**src/design/rnts_pkg.sv**
```systemverilog
// shared constants, request types and the query folding function for the name table search
`default_nettype none
package rnts_pkg;

  localparam int MAX_ENTRIES = 1024;
  localparam int IDX_W       = (MAX_ENTRIES > 1) ? $clog2(MAX_ENTRIES) : 1;
  localparam int CNT_W       = $clog2(MAX_ENTRIES + 1);
  localparam int NAME_LEN    = 8;
  localparam int NAME_W      = 8 * NAME_LEN;

  localparam logic [7:0] CHAR_LOWER_A = 8'h61;
  localparam logic [7:0] CHAR_LOWER_Z = 8'h7A;
  localparam logic [7:0] CASE_OFFSET  = 8'h20;

  localparam logic MODE_WRITE  = 1'b0;
  localparam logic MODE_LOOKUP = 1'b1;

  typedef struct packed {
    logic              en;
    logic [IDX_W-1:0]  addr;
    logic [NAME_W-1:0] data;
  } rnts_wr_req_t;

  typedef struct packed {
    logic             en;
    logic [IDX_W-1:0] addr;
  } rnts_rd_req_t;

  typedef struct packed {
    logic             found;
    logic [IDX_W-1:0] index;
  } rnts_result_t;

  // zero everything after the first nul byte and fold a-z to upper case
  function automatic logic [NAME_W-1:0] fold_query(input logic [NAME_W-1:0] raw);
    logic [NAME_W-1:0] res;
    logic [7:0]        ch;
    logic              ended;
    res   = '0;
    ended = 1'b0;
    for (int i = 0; i < NAME_LEN; i++) begin
      ch = raw[8*i +: 8];
      if (ch == 8'h00) begin
        ended = 1'b1;
      end
      if (ch >= CHAR_LOWER_A && ch <= CHAR_LOWER_Z) begin
        ch = ch - CASE_OFFSET;
      end
      if (!ended) begin
        res[8*i +: 8] = ch;
      end
    end
    return res;
  endfunction

endpackage
`default_nettype wire

```
**src/design/rnts_scanner.sv**
```systemverilog
// lookup sequencer: walks the table downward through one shared 64-bit compare
`default_nettype none
module rnts_scanner
  import rnts_pkg::*;
(
  input  wire logic              clk,
  input  wire logic              rst,
  input  wire logic              start,
  input  wire logic [NAME_W-1:0] query_raw,
  input  wire logic [CNT_W-1:0]  entry_count,
  input  wire logic [NAME_W-1:0] rd_data,
  input  wire logic              out_free,
  output rnts_rd_req_t           rd_req,
  output rnts_result_t           res,
  output logic                   res_push,
  output logic                   busy
);

  typedef enum logic [2:0] {
    ST_IDLE = 3'b001,
    ST_SCAN = 3'b010,
    ST_HOLD = 3'b100
  } state_t;

  state_t            state, state_next;
  logic              cmp_valid, cmp_valid_next;
  logic [NAME_W-1:0] query, query_next;
  logic [IDX_W-1:0]  rd_idx, rd_idx_next;
  logic [CNT_W-1:0]  rd_left, rd_left_next;
  logic [IDX_W-1:0]  cmp_idx, cmp_idx_next;
  logic [CNT_W-1:0]  scan_count, scan_count_next;
  logic              res_found, res_found_next;
  logic [IDX_W-1:0]  res_index, res_index_next;
  logic [CNT_W-1:0]  count_sat;
  logic              hit;

  assign count_sat = (entry_count > CNT_W'(MAX_ENTRIES)) ? CNT_W'(MAX_ENTRIES) : entry_count;
  assign hit       = cmp_valid && (rd_data == query);

  always_comb begin
    state_next      = state;
    cmp_valid_next  = 1'b0;
    query_next      = query;
    rd_idx_next     = rd_idx;
    rd_left_next    = rd_left;
    cmp_idx_next    = cmp_idx;
    scan_count_next = scan_count;
    res_found_next  = res_found;
    res_index_next  = res_index;
    rd_req.en       = 1'b0;
    rd_req.addr     = rd_idx;
    unique case (state)
      ST_IDLE: begin
        if (start) begin
          query_next      = fold_query(query_raw);
          scan_count_next = count_sat;
          rd_idx_next     = IDX_W'(count_sat - CNT_W'(1));
          rd_left_next    = count_sat;
          res_found_next  = 1'b0;
          res_index_next  = '0;
          state_next      = (count_sat == '0) ? ST_HOLD : ST_SCAN;
        end
      end
      ST_SCAN: begin
        // issue one read per cycle, compare the word read the cycle before
        if (rd_left != '0) begin
          rd_req.en      = 1'b1;
          rd_idx_next    = rd_idx - IDX_W'(1);
          rd_left_next   = rd_left - CNT_W'(1);
          cmp_valid_next = 1'b1;
          cmp_idx_next   = rd_idx;
        end
        if (hit) begin
          res_found_next = 1'b1;
          res_index_next = cmp_idx;
          cmp_valid_next = 1'b0;
          state_next     = ST_HOLD;
        end else if (rd_left == '0) begin
          cmp_valid_next = 1'b0;
          state_next     = ST_HOLD;
        end
      end
      ST_HOLD: begin
        if (out_free) begin
          state_next = ST_IDLE;
        end
      end
      default: begin
        state_next = ST_IDLE;
      end
    endcase
  end

  always_ff @(posedge clk) begin
    if (rst) begin
      state     <= ST_IDLE;
      cmp_valid <= 1'b0;
    end else begin
      state     <= state_next;
      cmp_valid <= cmp_valid_next;
    end
  end

  always_ff @(posedge clk) begin
    query      <= query_next;
    rd_idx     <= rd_idx_next;
    rd_left    <= rd_left_next;
    cmp_idx    <= cmp_idx_next;
    scan_count <= scan_count_next;
    res_found  <= res_found_next;
    res_index  <= res_index_next;
  end

  assign res.found = res_found;
  assign res.index = res_index;
  assign res_push  = (state == ST_HOLD) && out_free;
  assign busy      = (state != ST_IDLE);

`ifndef SYNTH
  a_start_idle: assert property (@(posedge clk) disable iff (rst)
    start |-> state == ST_IDLE)
    else $error("lookup started while scanner busy");

  a_left_bound: assert property (@(posedge clk) disable iff (rst)
    (state == ST_SCAN) |-> rd_left <= scan_count)
    else $error("remaining entry count above scan length");

  a_cmp_in_range: assert property (@(posedge clk) disable iff (rst)
    (state == ST_SCAN && cmp_valid) |-> ({1'b0, cmp_idx} < scan_count))
    else $error("compared entry outside the searched range");

  a_push_then_idle: assert property (@(posedge clk) disable iff (rst)
    res_push |=> state == ST_IDLE)
    else $error("scanner did not return to idle after result");

  a_cmp_after_scan: assert property (@(posedge clk) disable iff (rst)
    cmp_valid |-> $past(state) == ST_SCAN)
    else $error("compare stage active outside a scan");
`endif

endmodule
`default_nettype wire

```
**config.mk**
```make
export PLATFORM = sky130hd
export DESIGN_NAME = rnts_scanner
export DESIGN_NICKNAME = d
export VERILOG_FILES = /design/src/design/rnts_pkg.sv /design/src/design/rnts_scanner.sv
export SDC_FILE = /design/constraint.sdc
export NUM_CORES = 1
export LEC_CHECK = 0
export ABC_AREA = 0
export BUFFER_PORTS_ARGS = -buffer_cell sky130_fd_sc_hd__buf_2
export CORE_MARGIN = 2
export CORE_UTILIZATION = 48
export CTS_CLUSTER_SIZE = 8
export DETAILED_ROUTE_END_ITERATION = 12
export GPL_TIMING_DRIVEN = 0
export PLACE_DENSITY = 0.77
export RECOVER_POWER = 50
export SETUP_SLACK_MARGIN = 0.2
export SLEW_MARGIN = 20
export SYNTH_ARGS = -nofsm -noshare
export SYNTH_HDL_FRONTEND = slang
export SYNTH_SLANG_ARGS = --single-unit
```
**constraint.sdc**
```tcl
create_clock -name clk -period 4.3 [get_ports clk]
set_input_delay 0.86 -clock clk [delete_from_list [all_inputs] [get_ports clk]]
set_output_delay 0.86 -clock clk [all_outputs]
set_load 0.02 [all_outputs]
```
==> metrics.yaml <==
outcome:
  status: "complete, but fails checks"
  violations: "max-capacitance violations, max-slew violations"
power_and_ir_drop:
  peakVddDrop_v: 0.000178
  internal_power_uw: 1950
  powerDensity_nw_per_um2: 368
  clkPwrFrac_pct: 31.7
  p_leak_uw: 0.00283
  power.switching_uw: 703
  total_power_uw: 2650
  sw_frac_of_total_pct: 26.5
  seqPwrFrac_pct: 51.6
  combPwrFrac_pct: 16.7
hold_path:
  hold_path_class: "register to register"
detailed_routing:
  antenna_left: 0
  highest_layer: "met5"
  wl_um: 14400
  drc: 0
  via_per_inst: 5.59
  drt_first_iter_violations: 265
  met1_length_um: 5780
  wl_met2_um: 7130
  drt-pass1-iter-count: 5
  vias: 4794
  met3_length_um: 1070
  wire_per_inst_um: 16.8
clocking:
  cts_made_buffers: 9
  h-tree-depth: 3
  cts_resized: 0
  clockBufferDepth: 2
  clockRootBuffer: "clkbuf_16"
  clock_latency_ns: 0.35
  ctsHoldBuffers: 0
  post_cts.repair.setup_buffers: 0
  path_clk_slew_ns: 0.07
  cts_sinks: 110
  cts_tree: "built"
sta:
  tns_ns: 0
  worst_pin_slew_ns: 1.70
  drv_slew: 23
  rsz0062_at_grt: "false"
  fin_crit_sh_pct: 83.1
  hold_viol: 0
  skew_ns: 0.00691
  max_freq_ghz: 0.280
  setup_viol: 0
  period_minus_slack_ns: 3.57
  max_slew_margin_pct: -13.7
place:
  dp_hpwl_um: 11600
  place.gp.congestion: 0.914
  portBuffers: 165
  placed_cells: 839
  dpl_cell_area_um2: 7010
synthesis:
  synth_top_area_share_pct: 53.8
  synth_flop_cell: "edfxtp_1"
  async_flop_share_pct: 0
  ys_seq_area_share_pct: 55.1
  avgSynthCellArea_um2: 11.3
  synth_cell_types: 53
  synth_edf_count: 106
  synth_seq_cells: 110
  synth_top_cell_by_area: "edfxtp_1"
  synthCells: 524
  yosysWarnings: 0
  synth_area_um2: 5920
  synth_top_cells_by_count: "edfxtp_1 (106), xor2_1 (43), nand2_1 (32), inv_1 (30), xnor2_1 (27)"
  yosysMostFrequentCell: "edfxtp_1"
  synth_nets: 677
  synth_area_leaders: "edfxtp_1 (54%), xor2_1 (6.4%), xnor2_1 (4.0%)"
floorplan:
  start_util_pct: 49.3
  die_area_um2: 13200
  fp.dieH_um: 115
  die_w_um: 115
  rows: 40
  coreArea_um2: 12000
  ioPinCount: 167
layout:
  layout-drive-gt1-share_pct: 24.2
  nFillCells: 1020
  nNetsFinal: 856
  final_area_um2: 7200
  fin_util_pct: 59.9
  final-instance-count-excl-fill: 857
  syn_to_final_growth_pct: 21.7
worst_setup_path:
  crit_chain: "nand2b_1 -> nor2_1 -> inv_1 -> nor2_1 -> clkbuf_1"
  worstSetupEndpointType: "register"
  worstPathMaxFanout: 27
  cpMaxStageDelayCell: "nor2_1"
  path_class: "register to register"
  critPathRequiredTime_ns: 4.26
  cp-start-kind: "register"
  critical_path.top_delay_family: "simple AND/OR/NAND/NOR gates"
  slowest_delay_ns: 1.26
  worst-path-buf-inv: 2
  cpMostUsedCell: "nor2_1"
  crit_arrival_ns: 3.53
grt:
  grt_pass1_wl_um: 22100
  grt_pass1_vias: 4499
  grt_overflow: 0
  antenna_found_initial: 3
  grtUsageTotal_pct: 22.0
  grt_max_degree: 28
run:
  timing.max_cap.violations: 1
## routing by layer
| layer | global-route usage, % | vias up |
|---|---|---|
| met4 | 8.27 | 2 |
| met1 | 27.4 | 2213 |
| met3 | 4.38 | 33 |
| met2 | 38.2 | 252 |
| met5 | 0 | - |
| li1 | - | 2294 |
## layout make-up
cell class / instances / area [um^2] / area share (%)
Sequential cell: 110 / 3260 / 45.3
Multi-Input combinational cell: 364 / 2420 / 33.6
Timing Repair Buffer: 168 / 816 / 11.3
Clock buffer: 9 / 225 / 3.13
Tap cell: 147 / 184 / 2.55
Buffer: 18 / 90.1 / 1.25
Clock inverter: 7 / 78.8 / 1.09
Antenna cell: 2 / 5.00 / 0.0695
Inverter: 32 / 120 / 1.67
## flip-flops by register name, summed over array words and instances, names as in the netlist
signal     cells
rd_idx        10
cmp_idx       10
res_index     10
cmp_valid      1
state          3
rd_left       11
query         64
res_found      1
## stage by stage
step / hold WS, ns / worst slack (ns)
3_5_place_dp: 0.499 / 1.23
4_1_cts: 0.520 / 0.891
5_1_grt: 0.531 / 0.336
3_3_place_gp: 0.496 / 0.0836
2_1_floorplan: 0.497 / 0.950
6_report: 0.515 / 0.729
## power by group through the flow
stage	Sequential, uW	Clock [uW]	Combinational, uW
2_1_floorplan	1410	0	236
3_3_place_gp	1390	0	428
3_5_place_dp	1390	0	464
4_1_cts	1370	851	467
5_1_grt	1380	886	488
6_report	1370	842	442
## final timing paths
path	start	to	slack, ns	depth (start not counted)
worst max-delay path	state[2]	query[46]	0.73	5
worst min-delay path	rd_idx[9]	cmp_idx[9]	0.52	0
worst max register to register	state[2]	query[46]	0.73	5
worst min register to register	rd_idx[9]	cmp_idx[9]	0.52	0
## cells by family (layout without fill, tap and decap cells)
kind of cell,after synthesis,after routing,synth area share (%)
XOR/XNOR,70,70,10.4
buffers and inverters,50,234,3.89
AO/OA/AOI/OAI,76,76,8.33
other,0,2,0
AND/OR/NAND/NOR,208,208,20.2
adder cells (fa/ha/maj),10,10,2.11
flip-flops,110,110,55.1
## placed cells by master (no fill, tap or decap), drive strengths merged, types with 2 or more instances in the layout
cell      count
or3           7
xnor2        27
nor4         25
edfxtp      106
clkinvlp      2
a21oi        19
inv          35
o31ai         5
or4           8
nor3b         9
o2111ai       2
nor2         26
a22oi        10
and3         21
nor3         20
diode         2
nand3b        2
buf         144
dfxtp         4
clkbuf       51
nand4         7
o21ai        17
nor2b         8
nand3         6
a211oi        4
xor2         43
o22ai         6
nand2        32
nand2b        8
ha           10
and2         25
a31oi         3
a21o          2
(Power assumes the default switching activity.)
